===== src/hdl/sdrr_pkg.sv =====
// Package: widths, register indexes, types and reset values of the dark run finder
`default_nettype none

package sdrr_pkg;

    // Field widths
    localparam int PixelW   = 8;
    localparam int CoordW   = 12;
    localparam int OutW     = 16;
    localparam int HeightW  = 6;
    localparam int IndexW   = 10;
    localparam int LightW   = 7;
    localparam int CountW   = 11;
    localparam int InDataW  = 32;
    localparam int OutDataW = 64;

    // Configuration port
    localparam int CfgAddrW = 3;
    localparam int CfgDataW = 13;

    localparam logic [CfgAddrW-1:0] REG_IMAGE_HEIGHT = 3'd0;
    localparam logic [CfgAddrW-1:0] REG_X_SCALE      = 3'd1;
    localparam logic [CfgAddrW-1:0] REG_Y_SCALE      = 3'd2;
    localparam logic [CfgAddrW-1:0] REG_GAP_LENGTH   = 3'd3;
    localparam logic [CfgAddrW-1:0] REG_REGION_LIMIT = 3'd4;

    // Reset values
    localparam logic [12:0] RST_IMAGE_HEIGHT = 13'd512;
    localparam logic [4:0]  RST_X_SCALE      = 5'd1;
    localparam logic [4:0]  RST_Y_SCALE      = 5'd1;
    localparam logic [6:0]  RST_GAP_LENGTH   = 7'd60;
    localparam logic [10:0] RST_REGION_LIMIT = 11'd1024;

    localparam int MAX_REGIONS_DEF = 1024;

    // Light counter saturates here
    localparam logic [LightW-1:0] LIGHT_MAX = 7'd127;

    // Tallest region in rows before scaling
    localparam logic [1:0] HEIGHT_CAP = 2'd2;

    typedef struct packed {
        logic [12:0] image_height;
        logic [4:0]  x_scale;
        logic [4:0]  y_scale;
        logic [6:0]  gap_length;
        logic [10:0] region_limit;
    } t_cfg;

    // Packed so that region_x lands in the lowest bits
    typedef struct packed {
        logic [IndexW-1:0]  region_index;
        logic [HeightW-1:0] region_height;
        logic [OutW-1:0]    region_width;
        logic [OutW-1:0]    region_y;
        logic [OutW-1:0]    region_x;
    } t_region;

endpackage

`default_nettype wire


===== src/hdl/sdrr_scale.sv =====
// Region scaler: turns a closed run into a scaled rectangle
`default_nettype none

module sdrr_scale (
    input  wire logic [sdrr_pkg::CoordW-1:0] i_run_first,
    input  wire logic [sdrr_pkg::CoordW-1:0] i_run_last,
    input  wire logic [sdrr_pkg::CoordW-1:0] i_row,
    input  wire sdrr_pkg::t_cfg              i_cfg,
    input  wire logic [sdrr_pkg::CountW-1:0] i_index,
    output sdrr_pkg::t_region                o_region
);

    logic [sdrr_pkg::CoordW-1:0]   diff;
    logic [sdrr_pkg::CoordW:0]     rows_left;
    logic [1:0]                    rows;
    logic [sdrr_pkg::CoordW+4:0]   x_prod;
    logic [sdrr_pkg::CoordW+4:0]   y_prod;
    logic [sdrr_pkg::CoordW+4:0]   w_prod;
    logic [6:0]                    h_prod;

    // Width wraps within the column range
    assign diff = i_run_last - i_run_first;

    // Rows left in the image, clamped to two, zero past the bottom
    assign rows_left = i_cfg.image_height - {1'b0, i_row};
    always_comb begin
        if (i_cfg.image_height <= {1'b0, i_row}) begin
            rows = 2'd0;
        end else if (rows_left >= {11'd0, sdrr_pkg::HEIGHT_CAP}) begin
            rows = sdrr_pkg::HEIGHT_CAP;
        end else begin
            rows = rows_left[1:0];
        end
    end

    // Small multiplies, results cut to the field widths
    assign x_prod = {5'd0, i_run_first} * {12'd0, i_cfg.x_scale};
    assign y_prod = {5'd0, i_row} * {12'd0, i_cfg.y_scale};
    assign w_prod = {5'd0, diff} * {12'd0, i_cfg.x_scale};
    assign h_prod = {5'd0, rows} * {2'd0, i_cfg.y_scale};

    always_comb begin
        o_region.region_x      = x_prod[sdrr_pkg::OutW-1:0];
        o_region.region_y      = y_prod[sdrr_pkg::OutW-1:0];
        o_region.region_width  = w_prod[sdrr_pkg::OutW-1:0];
        o_region.region_height = h_prod[sdrr_pkg::HeightW-1:0];
        o_region.region_index  = i_index[sdrr_pkg::IndexW-1:0];
    end

endmodule

`default_nettype wire


===== src/hdl/scanline_dark_run_regions_top.sv =====
// Top level: dark run region finder over a raster pixel stream
//
//   channel   dir  handshake                    payload
//   s_axis    in   s_axis_tvalid/s_axis_tready  tdata: pixel, column, row; tlast: end_of_row
//   m_axis    out  m_axis_tvalid/m_axis_tready  tdata: x, y, width, height, index
//   cfg       in   i_cfg_we                     i_cfg_addr, i_cfg_wdata
//
// One pixel per clock while m_axis is not stalled. A pixel is first held in the input
// register, then the run tracker and scaler fill the result register, from which a region
// shows on m_axis. Reset (synchronous, active low) clears the run state, counters, both
// valid flags and loads the register defaults. A stall on m_axis freezes the tracker; one
// more pixel can still enter the input register.
`default_nettype none

module scanline_dark_run_regions_top #(
    parameter int MAX_REGIONS = sdrr_pkg::MAX_REGIONS_DEF
) (
    input  wire logic                            i_clk,
    input  wire logic                            i_rst_n,

    input  wire logic                            s_axis_tvalid,
    output logic                                 s_axis_tready,
    // [7:0] pixel, [19:8] column, [31:20] row
    input  wire logic [sdrr_pkg::InDataW-1:0]    s_axis_tdata,
    // end_of_row
    input  wire logic                            s_axis_tlast,

    output logic                                 m_axis_tvalid,
    input  wire logic                            m_axis_tready,
    // [15:0] region_x, [31:16] region_y, [47:32] region_width,
    // [53:48] region_height, [63:54] region_index
    output logic [sdrr_pkg::OutDataW-1:0]        m_axis_tdata,

    input  wire logic                            i_cfg_we,
    input  wire logic [sdrr_pkg::CfgAddrW-1:0]   i_cfg_addr,
    input  wire logic [sdrr_pkg::CfgDataW-1:0]   i_cfg_wdata
);

    sdrr_pkg::t_cfg                  r_cfg;

    logic                            r_in_valid;
    logic [sdrr_pkg::PixelW-1:0]     r_in_pixel;
    logic [sdrr_pkg::CoordW-1:0]     r_in_col;
    logic [sdrr_pkg::CoordW-1:0]     r_in_row;
    logic                            r_in_eor;

    logic [sdrr_pkg::CoordW-1:0]     r_run_first, n_run_first;
    logic [sdrr_pkg::CoordW-1:0]     r_run_last,  n_run_last;
    logic                            r_run_open,  n_run_open;
    logic [sdrr_pkg::LightW-1:0]     r_light,     n_light;
    logic [sdrr_pkg::CountW-1:0]     r_emitted,   n_emitted;

    logic                            r_out_valid;
    sdrr_pkg::t_region               r_out_data;

    logic                            advance;
    logic                            process;
    logic                            limit_ok;
    logic                            emit;
    logic [sdrr_pkg::LightW-1:0]     light_inc;
    sdrr_pkg::t_region               region;

    // Pipeline flow: result register frees when empty or taken
    assign advance       = !r_out_valid || m_axis_tready;
    assign process       = r_in_valid && advance;
    assign s_axis_tready = !r_in_valid || advance;

    // Configuration writes
    always_ff @(posedge i_clk) begin
        if (!i_rst_n) begin
            r_cfg.image_height <= sdrr_pkg::RST_IMAGE_HEIGHT;
            r_cfg.x_scale      <= sdrr_pkg::RST_X_SCALE;
            r_cfg.y_scale      <= sdrr_pkg::RST_Y_SCALE;
            r_cfg.gap_length   <= sdrr_pkg::RST_GAP_LENGTH;
            r_cfg.region_limit <= sdrr_pkg::RST_REGION_LIMIT;
        end else if (i_cfg_we) begin
            case (i_cfg_addr)
                sdrr_pkg::REG_IMAGE_HEIGHT: r_cfg.image_height <= i_cfg_wdata;
                sdrr_pkg::REG_X_SCALE:      r_cfg.x_scale      <= i_cfg_wdata[4:0];
                sdrr_pkg::REG_Y_SCALE:      r_cfg.y_scale      <= i_cfg_wdata[4:0];
                sdrr_pkg::REG_GAP_LENGTH:   r_cfg.gap_length   <= i_cfg_wdata[6:0];
                sdrr_pkg::REG_REGION_LIMIT: r_cfg.region_limit <= i_cfg_wdata[10:0];
                default: ;
            endcase
        end
    end

    // Input register
    always_ff @(posedge i_clk) begin
        if (!i_rst_n) begin
            r_in_valid <= 1'b0;
        end else if (s_axis_tready) begin
            r_in_valid <= s_axis_tvalid;
        end
    end

    always_ff @(posedge i_clk) begin
        if (s_axis_tvalid && s_axis_tready) begin
            r_in_pixel <= s_axis_tdata[7:0];
            r_in_col   <= s_axis_tdata[19:8];
            r_in_row   <= s_axis_tdata[31:20];
            r_in_eor   <= s_axis_tlast;
        end
    end

    // Emission allowed below min(region_limit, MAX_REGIONS)
    assign limit_ok = (r_emitted < r_cfg.region_limit)
                   && ({21'd0, r_emitted} < 32'(MAX_REGIONS));

    assign light_inc = (r_light == sdrr_pkg::LIGHT_MAX) ? r_light : r_light + 7'd1;

    // Run tracker
    always_comb begin
        n_run_first = r_run_first;
        n_run_last  = r_run_last;
        n_run_open  = r_run_open;
        n_light     = r_light;
        emit        = 1'b0;
        if (r_in_pixel == '0) begin
            if (!r_run_open) begin
                n_run_first = r_in_col;
                n_run_open  = 1'b1;
            end
            n_run_last = r_in_col;
            n_light    = '0;
        end else if (r_run_open) begin
            n_light = light_inc;
            if (light_inc >= r_cfg.gap_length && limit_ok) begin
                emit       = 1'b1;
                n_run_open = 1'b0;
                n_light    = '0;
            end
        end
        // Row end closes any open run
        if (r_in_eor) begin
            if (n_run_open && limit_ok) begin
                emit = 1'b1;
            end
            n_run_open = 1'b0;
            n_light    = '0;
        end
        n_emitted = r_emitted + {10'd0, emit};
    end

    sdrr_scale u_scale (
        .i_run_first (n_run_first),
        .i_run_last  (n_run_last),
        .i_row       (r_in_row),
        .i_cfg       (r_cfg),
        .i_index     (r_emitted),
        .o_region    (region)
    );

    // Run state
    always_ff @(posedge i_clk) begin
        if (!i_rst_n) begin
            r_run_first <= '0;
            r_run_last  <= '0;
            r_run_open  <= 1'b0;
            r_light     <= '0;
            r_emitted   <= '0;
        end else if (process) begin
            r_run_first <= n_run_first;
            r_run_last  <= n_run_last;
            r_run_open  <= n_run_open;
            r_light     <= n_light;
            r_emitted   <= n_emitted;
        end
    end

    // Result register
    always_ff @(posedge i_clk) begin
        if (!i_rst_n) begin
            r_out_valid <= 1'b0;
        end else if (advance) begin
            r_out_valid <= process && emit;
        end
    end

    always_ff @(posedge i_clk) begin
        if (process && emit) begin
            r_out_data <= region;
        end
    end

    assign m_axis_tvalid = r_out_valid;
    assign m_axis_tdata  = r_out_data;

endmodule

`default_nettype wire


===== config.mk =====
export PLATFORM = sky130hd
export DESIGN_NAME = scanline_dark_run_regions_top
export DESIGN_NICKNAME = d
export VERILOG_FILES = /design/src/hdl/sdrr_pkg.sv /design/src/hdl/sdrr_scale.sv /design/src/hdl/scanline_dark_run_regions_top.sv
export SDC_FILE = /design/constraint.sdc
export NUM_CORES = 1
export LEC_CHECK = 0
export BUFFER_PORTS_ARGS = -buffer_cell sky130_fd_sc_hd__buf_2
export CAP_MARGIN = 20
export CORE_MARGIN = 2
export CORE_UTILIZATION = 37
export DETAILED_ROUTE_END_ITERATION = 12
export HOLD_SLACK_MARGIN = 0.1
export PLACE_DENSITY_LB_ADDON = 0.2
export SLEW_MARGIN = 20
export SYNTH_ARGS = -nofsm -noshare
export SYNTH_HDL_FRONTEND = slang
export SYNTH_SLANG_ARGS = --single-unit

===== constraint.sdc =====
create_clock -name i_clk -period 16.4 [get_ports i_clk]
set_input_delay 1.64 -clock i_clk [delete_from_list [all_inputs] [get_ports i_clk]]
set_output_delay 1.64 -clock i_clk [all_outputs]
set_load 0.01 [all_outputs]

Word level (Yosys, flattened, before mapping)

Index checks and enable logic that the tools add are counted.

Memories kept: 0
ROM bits: 0
Word-level logic and storage cells: 77
Input bits: 54
Bits in writable memories: 0
Latch bits: 0
Output and inout port bits: 66
Bits in registers: 183

Multipliers: 4
Div/mod/pow operators: 0
Eq/ne operators: 5
Shift operators: 0
Order comparisons: 5
Multiplexer cells: 19
Bitwise logic cells: 0
Add/subtract/negate cells: 4
Reduce and logical (&&, ||, !) cells: 19

Operators with widths:

| kind                                                                    | number |
|---|---|
| 12-bit by 5-bit multiplier with 16-bit output                           | 3 |
| 12-bit 2-to-1 mux                                                       | 3 |
| 7-bit 2-to-1 mux                                                        | 5 |
| 13-bit by 2-bit >= comparator with 1-bit output (second input constant) | 1 |
| 13-bit by 12-bit less-or-equal comparator with 1-bit output             | 1 |
| 13-bit by 12-bit subtractor with 13-bit output                          | 1 |
| 2-bit AND reduction                                                     | 6 |
| 12-bit subtractor                                                       | 1 |
| 11-bit by 1-bit adder with 11-bit output                                | 1 |
| 11-bit < comparator                                                     | 1 |
| 11-bit < comparator (second input constant)                             | 1 |
| 1-bit 2-to-1 mux                                                        | 9 |
| 8-bit logical NOT                                                       | 1 |
| 7-bit by 1-bit adder with 7-bit output (second input constant)          | 1 |
| 7-bit equality test (second input constant)                             | 1 |
| 7-bit >= comparator                                                     | 1 |
| 3-bit by 2-bit equality test with 1-bit output (second input constant)  | 2 |
| 1-bit logical AND                                                       | 6 |
| 2-bit by 5-bit multiplier with 6-bit output                             | 1 |
| 2-bit 2-to-1 mux                                                        | 2 |
| 3-bit by 1-bit equality test with 1-bit output (second input constant)  | 1 |
| 3-bit equality test (second input constant)                             | 1 |
| 3-bit logical NOT                                                       | 1 |
| 3-bit nonzero test                                                      | 1 |
| other kinds (2)                                                         | 4 |

Logic depth before layout (Yosys ltp)

Depth after elaboration: 11
Gate-level depth with buffers: 26
Gate-level depth less buffers: 25

Hierarchy

A second synthesis with hierarchy kept.

Cell total of the unflattened synthesis: 1411
Area total of the unflattened synthesis: 13675.6 µm²

By module, submodules not included:

| module                        | cells each | area an instance (µm²) | seq. area each (µm²) | instances |
|---|---|---|---|---|
| scanline_dark_run_regions_top | 586        | 7163.1                 | 4634.4               | 1 |
| sdrr_scale                    | 825        | 6512.5                 | 0.0                  | 1 |

Worst setup path before layout

Ideal clock, no wire load.

Path type: flip-flop to flip-flop
Start: reg r_in_pixel[3] (netlist bit)
End: reg r_out_data (netlist bit m_axis_tdata[47]) (data pin)
Slack: 9592 ps
Required time: 16132 ps
Arrival time: 6540 ps
Cell stages (with the launch flop): 24
Path through: edfxtp_1 or4_1 nor3_2 buf_2 mux2i_1 ha_1 nor2b_1 o31a_1 o41ai_1 o21bai_1 xor2_1 and2_1 fa_1 fa_1 inv_1 fa_1 inv_1 ha_1 a21oi_1 nor2b_1 a311oi_1 a21oi_1 a31oi_1 xnor3_1

RTL lines:

| element                | RTL line                             | text |
|---|---|---|
| from (decl)            | scanline_dark_run_regions_top.sv:42  | `logic [sdrr_pkg::PixelW-1:0] r_in_pixel;` |
| from (signal assigned) | scanline_dark_run_regions_top.sv:99  | `r_in_pixel <= s_axis_tdata[7:0];` |
| to (signal assigned)   | scanline_dark_run_regions_top.sv:182 | `r_out_data <= region;` |
| to (decl)              | scanline_dark_run_regions_top.sv:54  | `sdrr_pkg::t_region r_out_data;` |

==> impl_metrics.csv <==
group,metric,value,unit
yosys,yosys_warnings,0,
timing,max_clock_freq,133,MHz
clock_tree,clk_latency,0.46,ns
clock_tree,hold_buffers,0,
grt,track_usage,15.7,%
timing,finalHoldWorstSlack,0.455,ns
timing,setup_violations,0,
yosys,syn_inst,1382,
power_and_ir_drop,p_switching,303,uW
routing,wl,28800,um
floorplan,die_width,194,um
power_and_ir_drop,power.density,72.1,mW/mm2
yosys,ys_async_sr_fraction,0,%
routing,wl_per_cell,14.7,um
power_and_ir_drop,power.share.sequential,46.7,%
critical_path,worst_setup_path_end_kind,"flop",
worst_hold_path,min-delay-start,"r_run_last[5]",
timing,rsz0062_at_grt,"false",
yosys,synthTopCellsByArea,"edfxtp_1, fa_1, dfxtp_1",
clock_tree,cts.sinks,183,
timing,relSlewSlack,33.9,%
clock_tree,post-cts-setup-buffers,0,
timing,clock_skew,0.0134,ns
critical_path,crit_fanout,19,
critical_path,r2r_slack,8.90,ns
final_layout,fin_nets,1749,
placed_design,io_buffers,119,
grt,antenna_found_initial,0,
power_and_ir_drop,p_clk_share,39.2,%
power_and_ir_drop,combPwrFrac,14.1,%
floorplan,die_y,194,um
critical_path,worstReg2RegEnd,"m_axis_tdata[47]",
critical_path,worstPathRequired,16.61,ns
yosys,ys_ff_latch,183,
final_layout,seq_area,0.00463,mm2
worst_hold_path,min_path_type,"flop to flop",
routing,ant_nets,0,
critical_path,path_common_cell,"fa_1",
power_and_ir_drop,internal_power,777,uW
worst_hold_path,min_to,"r_run_last[5]",
final_layout,drive_gt1_share,12.1,%
grt,grt_start_max_net_pins,71,
clock_tree,cts.htree.levels,4,
power_and_ir_drop,cellLeakagePower,0.00688,uW
critical_path,worst_path_max_delay_cell,"nor2_2",
grt,grt_pass1_vias,9196,
timing,tightest_slew,0.992,ns
final_layout,fillCellCount,3470,
floorplan,die-area,0.0375,mm2
worst_hold_path,worstHoldPathCells,2,
yosys,netlist_area,0.0133,mm2
routing,drc,0,
placed_design,gp_congestion,0.813,
run,maxCapViolCount,0,
timing,tns,0,ns
yosys,syn_nets,1645,
critical_path,worstRegToRegCells,24,
critical_path,worstSetupPathType,"flop to flop",
yosys,synth_area_leader_cell,"edfxtp_1",
clock_tree,clk_pin_slew,0.07,ns
yosys,synth_top_area_share,21.9,%
timing,slew_viol_final,0,
run_status,status,"finished, final reports clean",
routing,num_vias,9528,
timing,period_share,45.7,%
critical_path,cp.arrival,7.70,ns
clock_tree,cts_resized,0,
final_layout,fin_cells,1961,
yosys,synth_common_cells,"nand2_1, inv_1, ha_1",
routing,routed_via_density,4.86,
yosys,ys_types,61,
critical_path,slowest_delay,0.68,ns
floorplan,rows,69,
yosys,yosysMostFrequentCell,"nand2_1",
yosys,synth-edff-count,97,
power_and_ir_drop,swShare,28.1,%
yosys,ys.flop_type,"edfxtp_1",
grt,gr-total-overflow,0,
clock_tree,cts_tree,"yes",
grt,grt_pass1_wl,47500,um
critical_path,crit_chain,"or4_1 > nor2_2 > mux2i_1 > ha_1 > inv_1 > fa_1 > a21o_1 > a21oi_1 > o21bai_1 > a21oi_1 > o21a_1 > xnor2_1 > and2_1 > fa_1 > fa_1 > inv_1 > fa_1 > inv_1 > ha_1 > nor2b_1 > a311oi_1 > a21oi_1 > a31oi_1 > xnor3_1",
placed_design,post-dp-hpwl,21800,um
critical_path,crit_buf_inv,3,
placed_design,placedCellCount,1928,
floorplan,core,0.0355,mm2
yosys,avgSynthCellArea,9.62,um2
routing,first_pass_iters,5,
timing,period_needed,7.50,ns
clock_tree,cts_root_buffer,"clkbuf_16",
critical_path,r2r-start,"r_in_pixel[7]",
clock_tree,cts_buffers,17,
final_layout,multi_input_area,0.00800,mm2
routing,drt_iter0_markers,430,
final_layout,syn_to_final_growth,12.7,%
floorplan,io_pins,120,
timing,final_hold_viol_count,0,
critical_path,cpLargestDelayFamily,"adder cells",
floorplan,start_util,37.5,%
clock_tree,cts_buffer_depth,2,
critical_path,startpoint_type,"flop",
power_and_ir_drop,ir_drop,0.0800,mV
yosys,ys_seq_area_share,34.9,%
[worst max-delay path by stage]
stage / slack, ns / to / startpoint / cells past startpoint
global placement: 9.08 / m_axis_tdata[47] / r_in_pixel[3] / 24
global route: 8.50 / m_axis_tdata[47] / r_in_pixel[3] / 24
finish: 8.90 / m_axis_tdata[47] / r_in_pixel[7] / 24
floorplan: 9.59 / m_axis_tdata[47] / r_in_pixel[3] / 23
CTS: 8.91 / m_axis_tdata[47] / r_in_pixel[7] / 24
detailed placement: 8.94 / m_axis_tdata[47] / r_in_pixel[7] / 24
[through the flow]
stage / cell area [um2] / total power, uW / util (%) / setup WS [ns]
CTS: 15000 / 1100 / 42.2 / 8.91
detailed placement: 14400 / 669 / 40.5 / 8.94
finish: 15000 / 1080 / 42.2 / 8.90
global route: 15000 / 1140 / 42.2 / 8.50
floorplan: 13300 / 625 / - / 9.59
global placement: 14400 / 666 / 40.5 / 9.08
[layout by cell type (no fill, tap or decap), drive strengths merged, types with 43 or more instances in the layout]
| master | instances |
|---|---|
| a21oi | 87 |
| and2 | 95 |
| buf | 125 |
| dfxtp | 86 |
| edfxtp | 97 |
| fa | 90 |
| ha | 119 |
| inv | 144 |
| nand2 | 208 |
| nor2 | 60 |
| xnor2 | 43 |
[flip-flops by register name, indices dropped and copies added, names as in the netlist]
signal,cells
r_run_last,12
r_cfg,41
r_in_valid,1
r_emitted,11
m_axis_tdata,64
r_run_open,1
r_in_col,12
r_in_eor,1
r_run_first,12
r_in_row,12
m_axis_tvalid,1
r_in_pixel,8
r_light,7
[cell type report]
cell class,count,share of cell area [%]
inverters,138,3.46
clock buffers,20,3.20
multi-input cells,1021,53.4
repair buffers,125,4.28
well taps,461,3.85
flip-flops and latches,183,30.9
clock inverters,12,0.843
diodes,1,0.0167
[power by group through the flow]
stage,Combinational [uW],Sequential [uW],Clock [uW]
after floorplan,116,509,0
after global placement,152,514,0
after detailed placement,154,515,0
after CTS,155,504,439
after global routing,175,506,454
final,153,504,423
[kinds of logic after synthesis]
logic type / count (synthesis) / synth area share [%]
simple gates: 516 / 19.3
fa+ha+maj: 209 / 24.7
mux: 25 / 1.95
xor+xnor: 69 / 4.65
buf+inv: 178 / 5.03
compound gates: 202 / 9.51
flops: 183 / 34.9
[worst min-delay path, delay by kind of cell (launching register included)]
family / cells / cell delay, ns
and+or+nand+nor: 1 / 0.05
AOI/OAI and AO/OA: 1 / 0.05
DFF: 1 / 0.31
[routing by layer]
| layer | vias to the layer above | track usage (%) | wire, um |
|---|---|---|---|
| li1 | 4848 | - | - |
| met1 | 4537 | 21.8 | 14400 |
| met3 | 22 | 2.75 | 883 |
| met2 | 121 | 25.1 | 13100 |
| met4 | 0 | 4.58 | 424 |
| met5 | - | 0 | 0 |
Note: power is estimated with default switching activity, not from simulation.
